File: config.mk
export PLATFORM = sky130hd
export DESIGN_NAME = utf8_sanitize_filter
export DESIGN_NICKNAME = d
export VERILOG_FILES = /design/src/design/usf_pkg.sv /design/src/design/utf8_sanitize_filter.sv /design/src/design/usf_front.sv /design/src/design/usf_fifo.sv /design/src/design/usf_back.sv
export SDC_FILE = /design/constraint.sdc
export NUM_CORES = 1
export LEC_CHECK = 0
export BUFFER_PORTS_ARGS = -buffer_cell sky130_fd_sc_hd__buf_2
export CAP_MARGIN = 20
export CORE_MARGIN = 3
export CORE_UTILIZATION = 55
export DETAILED_ROUTE_END_ITERATION = 7
export HOLD_SLACK_MARGIN = 0.15
export PLACE_DENSITY = 0.82
export SYNTH_ARGS = -nofsm -noshare
export SYNTH_HDL_FRONTEND = slang
export SYNTH_HIERARCHICAL = 1
export SYNTH_SLANG_ARGS = --single-unit
File: constraint.sdc
create_clock -name clk_i -period 4.07 [get_ports clk_i]
set_clock_uncertainty 0.05 [all_clocks]
set_input_delay 1.221 -clock clk_i [delete_from_list [all_inputs] [get_ports clk_i]]
set_output_delay 1.221 -clock clk_i [all_outputs]
set_load 0.01 [all_outputs]
File: src/design/usf_pkg.sv
package usf_pkg;

  localparam logic [7:0] AsciiLow    = 8'h20;
  localparam logic [7:0] Lead2Low    = 8'hC2;
  localparam logic [7:0] Lead2High   = 8'hDF;
  localparam logic [7:0] Lead3Low    = 8'hE0;
  localparam logic [7:0] Lead3High   = 8'hEF;
  localparam logic [7:0] Lead4Low    = 8'hF0;
  localparam logic [7:0] Lead4High   = 8'hF4;
  localparam logic [7:0] LeadE0      = 8'hE0;
  localparam logic [7:0] LeadED      = 8'hED;
  localparam logic [7:0] LeadEF      = 8'hEF;
  localparam logic [7:0] LeadF0      = 8'hF0;
  localparam logic [7:0] LeadF4      = 8'hF4;
  localparam logic [7:0] ContA0      = 8'hA0;
  localparam logic [7:0] Cont9F      = 8'h9F;
  localparam logic [7:0] ContBD      = 8'hBD;
  localparam logic [7:0] ContBF      = 8'hBF;
  localparam logic [7:0] Cont90      = 8'h90;
  localparam logic [7:0] Cont8F      = 8'h8F;
  localparam logic [1:0] ContTag     = 2'b10;

  // one request's worth of results: kept sequence bytes, then optional end marker
  typedef struct packed {
    logic [3:0][7:0] bytes;
    logic [2:0]      nbytes;
    logic            eos;
  } usf_job_t;

  typedef struct packed {
    logic full;
    logic empty;
  } usf_fifo_status_t;

endpackage

File: src/design/utf8_sanitize_filter.sv
// Strict UTF-8 filter: bytes enter on the input channel and only well-formed
// sequences (plus printable single bytes 20-7F) come out, each input request
// causing zero to five result requests; the end-of-string flag adds an end
// marker after any emitted bytes and discards an open sequence. A front end
// classifies one byte per clock and queues a job per byte that yields output;
// the back end drains jobs at one result per clock, when not stalled, through
// a registered output stage. Input is taken every cycle while the job queue
// (FifoDepth entries) has room, so sustained throughput is one input byte per
// clock when each byte yields at most one result, and otherwise is set by the
// back end at one result per clock.
module utf8_sanitize_filter #(
  parameter int unsigned FifoDepth = 4
) (
  input  logic       clk_i,
  input  logic       rst_ni,
  input  logic       in_valid_i,
  output logic       in_stall_o,
  input  logic [7:0] in_byte_i,
  input  logic       end_of_string_i,
  output logic       out_valid_o,
  input  logic       out_stall_i,
  output logic [7:0] out_byte_o,
  output logic       has_byte_o,
  output logic       string_end_o,
  output logic       last_in_run_o
);
  import usf_pkg::*;

  usf_job_t         push_job, head_job;
  usf_fifo_status_t fifo_status;
  logic             push, pop;

  assign in_stall_o = fifo_status.full;

  usf_front u_front (
    .clk_i           (clk_i),
    .rst_ni          (rst_ni),
    .in_valid_i      (in_valid_i),
    .in_byte_i       (in_byte_i),
    .end_of_string_i (end_of_string_i),
    .fifo_status_i   (fifo_status),
    .push_o          (push),
    .job_o           (push_job)
  );

  usf_fifo #(
    .Depth (FifoDepth)
  ) u_fifo (
    .clk_i       (clk_i),
    .rst_ni      (rst_ni),
    .push_i      (push),
    .push_data_i (push_job),
    .pop_i       (pop),
    .head_o      (head_job),
    .status_o    (fifo_status)
  );

  usf_back u_back (
    .clk_i         (clk_i),
    .rst_ni        (rst_ni),
    .head_i        (head_job),
    .fifo_status_i (fifo_status),
    .pop_o         (pop),
    .out_valid_o   (out_valid_o),
    .out_stall_i   (out_stall_i),
    .out_byte_o    (out_byte_o),
    .has_byte_o    (has_byte_o),
    .string_end_o  (string_end_o),
    .last_in_run_o (last_in_run_o)
  );

endmodule

File: src/design/usf_front.sv
module usf_front (
  input  logic                     clk_i,
  input  logic                     rst_ni,
  input  logic                     in_valid_i,
  input  logic [7:0]               in_byte_i,
  input  logic                     end_of_string_i,
  input  usf_pkg::usf_fifo_status_t fifo_status_i,
  output logic                     push_o,
  output usf_pkg::usf_job_t        job_o
);
  import usf_pkg::*;

  logic [2:0][7:0] pend_q, pend_d;
  logic [1:0]      cnt_q, cnt_d;
  logic [1:0]      need_q, need_d;
  logic            accept;
  logic            is_cont;
  logic            bad3, bad4;
  logic [7:0]      b;

  assign b       = in_byte_i;
  assign accept  = in_valid_i && !fifo_status_i.full;
  assign is_cont = (b[7:6] == ContTag);

  assign bad3 = (cnt_q == 2'd2) &&
                (((pend_q[0] == LeadE0) && (pend_q[1] < ContA0)) ||
                 ((pend_q[0] == LeadED) && (pend_q[1] > Cont9F)) ||
                 ((pend_q[0] == LeadEF) && (pend_q[1] == ContBF) && (b > ContBD)));
  assign bad4 = (cnt_q == 2'd3) &&
                (((pend_q[0] == LeadF0) && (pend_q[1] < Cont90)) ||
                 ((pend_q[0] == LeadF4) && (pend_q[1] > Cont8F)));

  always_comb begin
    pend_d       = pend_q;
    cnt_d        = cnt_q;
    need_d       = need_q;
    job_o.bytes  = '0;
    job_o.nbytes = 3'd0;
    job_o.eos    = end_of_string_i;
    if ((need_q != 2'd0) && is_cont) begin
      if (need_q == 2'd1) begin
        job_o.bytes[0] = pend_q[0];
        job_o.bytes[1] = (cnt_q == 2'd1) ? b : pend_q[1];
        job_o.bytes[2] = (cnt_q == 2'd2) ? b : pend_q[2];
        job_o.bytes[3] = b;
        if (!bad3 && !bad4) begin
          job_o.nbytes = {1'b0, cnt_q} + 3'd1;
        end
        cnt_d  = 2'd0;
        need_d = 2'd0;
      end else begin
        if (cnt_q != 2'd3) begin
          pend_d[cnt_q] = b;
          cnt_d         = cnt_q + 2'd1;
        end
        need_d = need_q - 2'd1;
      end
    end else begin
      cnt_d  = 2'd0;
      need_d = 2'd0;
      if (!b[7] && (b >= AsciiLow)) begin
        job_o.bytes[0] = b;
        job_o.nbytes   = 3'd1;
      end else if ((b >= Lead2Low) && (b <= Lead2High)) begin
        pend_d[0] = b;
        cnt_d     = 2'd1;
        need_d    = 2'd1;
      end else if ((b >= Lead3Low) && (b <= Lead3High)) begin
        pend_d[0] = b;
        cnt_d     = 2'd1;
        need_d    = 2'd2;
      end else if ((b >= Lead4Low) && (b <= Lead4High)) begin
        pend_d[0] = b;
        cnt_d     = 2'd1;
        need_d    = 2'd3;
      end
    end
    if (end_of_string_i) begin
      cnt_d  = 2'd0;
      need_d = 2'd0;
    end
  end

  assign push_o = accept && ((job_o.nbytes != 3'd0) || job_o.eos);

  always_ff @(posedge clk_i or negedge rst_ni) begin
    if (!rst_ni) begin
      cnt_q  <= 2'd0;
      need_q <= 2'd0;
    end else if (accept) begin
      cnt_q  <= cnt_d;
      need_q <= need_d;
    end
  end

  always_ff @(posedge clk_i) begin
    if (accept) begin
      pend_q <= pend_d;
    end
  end

endmodule

File: src/design/usf_fifo.sv
module usf_fifo #(
  parameter int unsigned Depth = 4
) (
  input  logic                      clk_i,
  input  logic                      rst_ni,
  input  logic                      push_i,
  input  usf_pkg::usf_job_t         push_data_i,
  input  logic                      pop_i,
  output usf_pkg::usf_job_t         head_o,
  output usf_pkg::usf_fifo_status_t status_o
);
  import usf_pkg::*;

  localparam int unsigned PtrW = (Depth > 1) ? $clog2(Depth) : 1;
  localparam int unsigned CntW = $clog2(Depth + 1);

  usf_job_t        mem_q [Depth];
  logic [PtrW-1:0] wr_ptr_q, rd_ptr_q;
  logic [CntW-1:0] cnt_q;
  logic            do_push, do_pop;

  assign status_o.full  = (cnt_q == CntW'(Depth));
  assign status_o.empty = (cnt_q == '0);
  assign do_push = push_i && !status_o.full;
  assign do_pop  = pop_i && !status_o.empty;
  assign head_o  = mem_q[rd_ptr_q];

  always_ff @(posedge clk_i or negedge rst_ni) begin
    if (!rst_ni) begin
      wr_ptr_q <= '0;
      rd_ptr_q <= '0;
      cnt_q    <= '0;
    end else begin
      if (do_push) begin
        wr_ptr_q <= (wr_ptr_q == PtrW'(Depth - 1)) ? '0 : wr_ptr_q + PtrW'(1);
      end
      if (do_pop) begin
        rd_ptr_q <= (rd_ptr_q == PtrW'(Depth - 1)) ? '0 : rd_ptr_q + PtrW'(1);
      end
      if (do_push && !do_pop) begin
        cnt_q <= cnt_q + CntW'(1);
      end else if (do_pop && !do_push) begin
        cnt_q <= cnt_q - CntW'(1);
      end
    end
  end

  always_ff @(posedge clk_i) begin
    if (do_push) begin
      mem_q[wr_ptr_q] <= push_data_i;
    end
  end

endmodule

File: src/design/usf_back.sv
module usf_back (
  input  logic                      clk_i,
  input  logic                      rst_ni,
  input  usf_pkg::usf_job_t         head_i,
  input  usf_pkg::usf_fifo_status_t fifo_status_i,
  output logic                      pop_o,
  output logic                      out_valid_o,
  input  logic                      out_stall_i,
  output logic [7:0]                out_byte_o,
  output logic                      has_byte_o,
  output logic                      string_end_o,
  output logic                      last_in_run_o
);
  import usf_pkg::*;

  logic [2:0] idx_q;
  logic [2:0] total;
  logic       last;
  logic       load;
  logic       is_data;
  logic       out_valid_q;
  logic [7:0] byte_q;
  logic       has_q, end_q, last_q;

  assign total   = head_i.nbytes + {2'b00, head_i.eos};
  assign last    = (idx_q == (total - 3'd1));
  assign is_data = (idx_q < head_i.nbytes);
  assign load    = !fifo_status_i.empty && (!out_valid_q || !out_stall_i);
  assign pop_o   = load && last;

  always_ff @(posedge clk_i or negedge rst_ni) begin
    if (!rst_ni) begin
      idx_q       <= 3'd0;
      out_valid_q <= 1'b0;
    end else begin
      if (load) begin
        idx_q       <= last ? 3'd0 : idx_q + 3'd1;
        out_valid_q <= 1'b1;
      end else if (!out_stall_i) begin
        out_valid_q <= 1'b0;
      end
    end
  end

  always_ff @(posedge clk_i) begin
    if (load) begin
      byte_q <= is_data ? head_i.bytes[idx_q[1:0]] : 8'd0;
      has_q  <= is_data;
      end_q  <= !is_data;
      last_q <= last;
    end
  end

  assign out_valid_o   = out_valid_q;
  assign out_byte_o    = byte_q;
  assign has_byte_o    = has_q;
  assign string_end_o  = end_q;
  assign last_in_run_o = last_q;

endmodule

==> reports/results.ini <==
[setup_path]
path_cells = mux4_2 -> inv_1 -> ha_1 -> ha_1 -> xnor2_1 -> nor4b_4 -> o31ai_2 -> ha_1 -> inv_1 -> fa_1 -> mux2_2
critPathKind = flop to flop
crit_arrival_ns = 3.77
crit_buf_inv = 2
crit_path_max_incr_delay_ns = 0.54
critPathLaunchType = flop
cp_max_fo = 7
cp_common_cell = ha_1
cp-end-kind = flop
critPathSlowestCell = mux4_2
cp_top_family = adder cells
cp.required_ns = 4.34

[detailed_routing]
routed_via_density = 6.083
drt_first_pass_iters = 5
wl_met2_mm = 7.830
post-route-drc-count = 0
vias = 4258
dr_wl_met3_microns = 806
ant_nets = 0
topRoutingLayerUsed = met4
wl_met1_mm = 6.572
drt-total-wl_mm = 15.44
drtIter0Drc = 351
route.detailed.wl_per_inst_microns = 22.06

[floorplanning]
coreArea_sq_mm = 0.01470
die_h_microns = 129.2
dieArea_sq_mm = 0.01668
rows = 44
ios = 26
initial_utilization_pct = 56.77
fp.dieW_microns = 129.2

[clocking]
cts_buffer_depth = 2
cts_tree = built
htree_levels = 4
post_cts_resized = 0
root_buffer = clkbuf_16
cts.hold.buffers_added = 0
numCtsBuffers = 17
cts_sinks = 194
clk_latency_ns = 0.43
cts.clk_slew.worst_paths_ns = 0.07
cts_setup_buffers = 0

[sta]
period_needed_ns = 3.502
finalHoldViolations = 0
final_max_slew_viol_count = 0
max_slew_margin_pct = 54.33
period_share_pct = 86.05
setup_viol_count_final = 0
max_freq_mhz = 285.5
worstMarginPinSlew_ns = 0.6779
rsz0062_at_grt = false
tns_ns = 0

[cells_and_area]
seqCellArea_sq_mm = 0.005752
drive_above_1_share_pct = 23.84
nets = 535
n_antenna_cell = 0
area_delta_synth_final_pct = 11.13
fillerInstances = 984
final_core_util_pct = 63.08
multi_input_area_sq_mm = 0.002359

[placement]
numPortBuffers = 25
place_hpwl_mm = 10.00
gp_congestion = 0.9144

[synth]
synth_area_sq_mm = 0.008344
seq_area_frac_synth_pct = 68.92
synth_common_cells = 179 x edfxtp_1, 44 x mux4_2, 32 x nor2_1
synthCells = 471
avgSynthCellArea_sq_um = 17.72
synth_edf_count = 179
async_flop_share_pct = 7.732
synth_ff_type = edfxtp_1
synth.area.top_cells = edfxtp_1 64%, mux4_2 12%, dfrtp_1 4.5%
synth.most_common_cell = edfxtp_1
synth_nets = 502
ys_types = 52
yosys_warnings = 6
yosysTopAreaCell = edfxtp_1
ys_seq_elements = 194
yosysTopAreaCellShare_pct = 64.42

[outcome]
status = complete, no violations

[grt]
grt_pass1_wl_mm = 24.61
antenna_found_initial = 0
first_global_vias = 4476
overflow = 0
grt_usage_pct = 20.09
grt_max_degree = 37

[job]
maxCapViolCount = 0

[min_path]
hold_path_class = flop to flop

[pwr]
total_leakage_power_uw = 0.003251
p_per_area_mw_per_mm2 = 661.0
peakVddDrop_v = 0.0003611

==> logic make-up after synthesis <==
kind of cell             after synthesis  synth area share (%)
AO/OA/AOI/OAI                         45                 3.989
XOR/XNOR                               7                0.9297
adder cells (fa/ha/maj)               18                 2.789
buffers and inverters                 49                 2.819
flip-flops                           194                 68.92
multiplexers                          67                 14.78
other                                  1               0.04494
AND/OR/NAND/NOR                       90                 5.728
==> layout make-up <==
cell class              count  area share (%)
repair buffers             38           2.942
inverters                  25           1.012
clock buffers              18           4.628
well taps                 184           2.483
clock inverters            13           1.471
multi-input cells         228           25.44
flip-flops and latches    194           62.03
==> state kept, by name, indices dropped and copies added, names as in the netlist, 3 cells and up <==
name and count:
u_back/idx_q 3, u_back/out_byte_o 8, u_fifo/cnt_q 3, u_fifo/mem_q 144
u_front/pend_q 24
==> through the flow <==
stage	hold slack [ns]	setup WS [ns]	instance area, sq um	cells	total power [uW]
2_1_floorplan	0.4427	0.3124	8344	471	4119
3_3_place_gp	0.4429	0.3828	8707	669	4485
3_5_place_dp	0.4530	0.2641	8707	669	4572
4_1_cts	0.4683	0.5480	9273	700	6182
5_1_grt	0.4854	0.3179	9273	700	6439
6_report	0.4651	0.5678	9273	700	6129
==> path summary, 6_finish.rpt <==
check	startpoint	end	slack, ns	depth (start not counted)
setup reg to reg	u_fifo/rd_ptr_q[0]	u_fifo/cnt_q[1]	0.57	11
hold / removal	u_back/out_valid_o	u_back/out_valid_o	0.47	2
min in group asynchronous	rst_ni	u_fifo/rd_ptr_q[1]	0.65	1
max in group asynchronous	rst_ni	u_fifo/rd_ptr_q[0]	3.03	1
hold reg to reg	u_back/out_valid_o	u_back/out_valid_o	0.47	2
setup / recovery	u_fifo/rd_ptr_q[0]	u_fifo/cnt_q[1]	0.57	11
==> metal layers <==
| metal | GRT usage [%] | vias up |
|---|---|---|
| met2 | 32.23 | 134 |
| met4 | 6.856 | 0 |
| met5 | 0 | - |
| met1 | 27.33 | 2191 |
| met3 | 5.029 | 17 |
| li1 | - | 1916 |
==> cells in the final DEF, fill, tap and decap left out, drive strengths merged, types with 8 or more instances in the layout <==
master	synthesis	layout
dfrtp	15	15
and3	8	8
mux2i	19	19
edfxtp	179	179
clkbuf	4	18
ha	17	17
nand2	10	10
mux4	44	44
a211oi	9	9
nor3	8	8
inv	24	26
buf	20	38
nor2	32	32
o21ai	8	8
==> worst min-delay path: stages (launching register included) <==
cell and delay [ns]:
dfrtp_1 0.37, nand2_1 0.06, nand2_1 0.05
==> power breakdown <==
group | total (uW) | switching [uW] | internal (uW)
combinational | 1810 | 927 | 878
clock | 1600 | 702 | 899
sequential | 2720 | 169 | 2550
(Power assumes the default switching activity.)
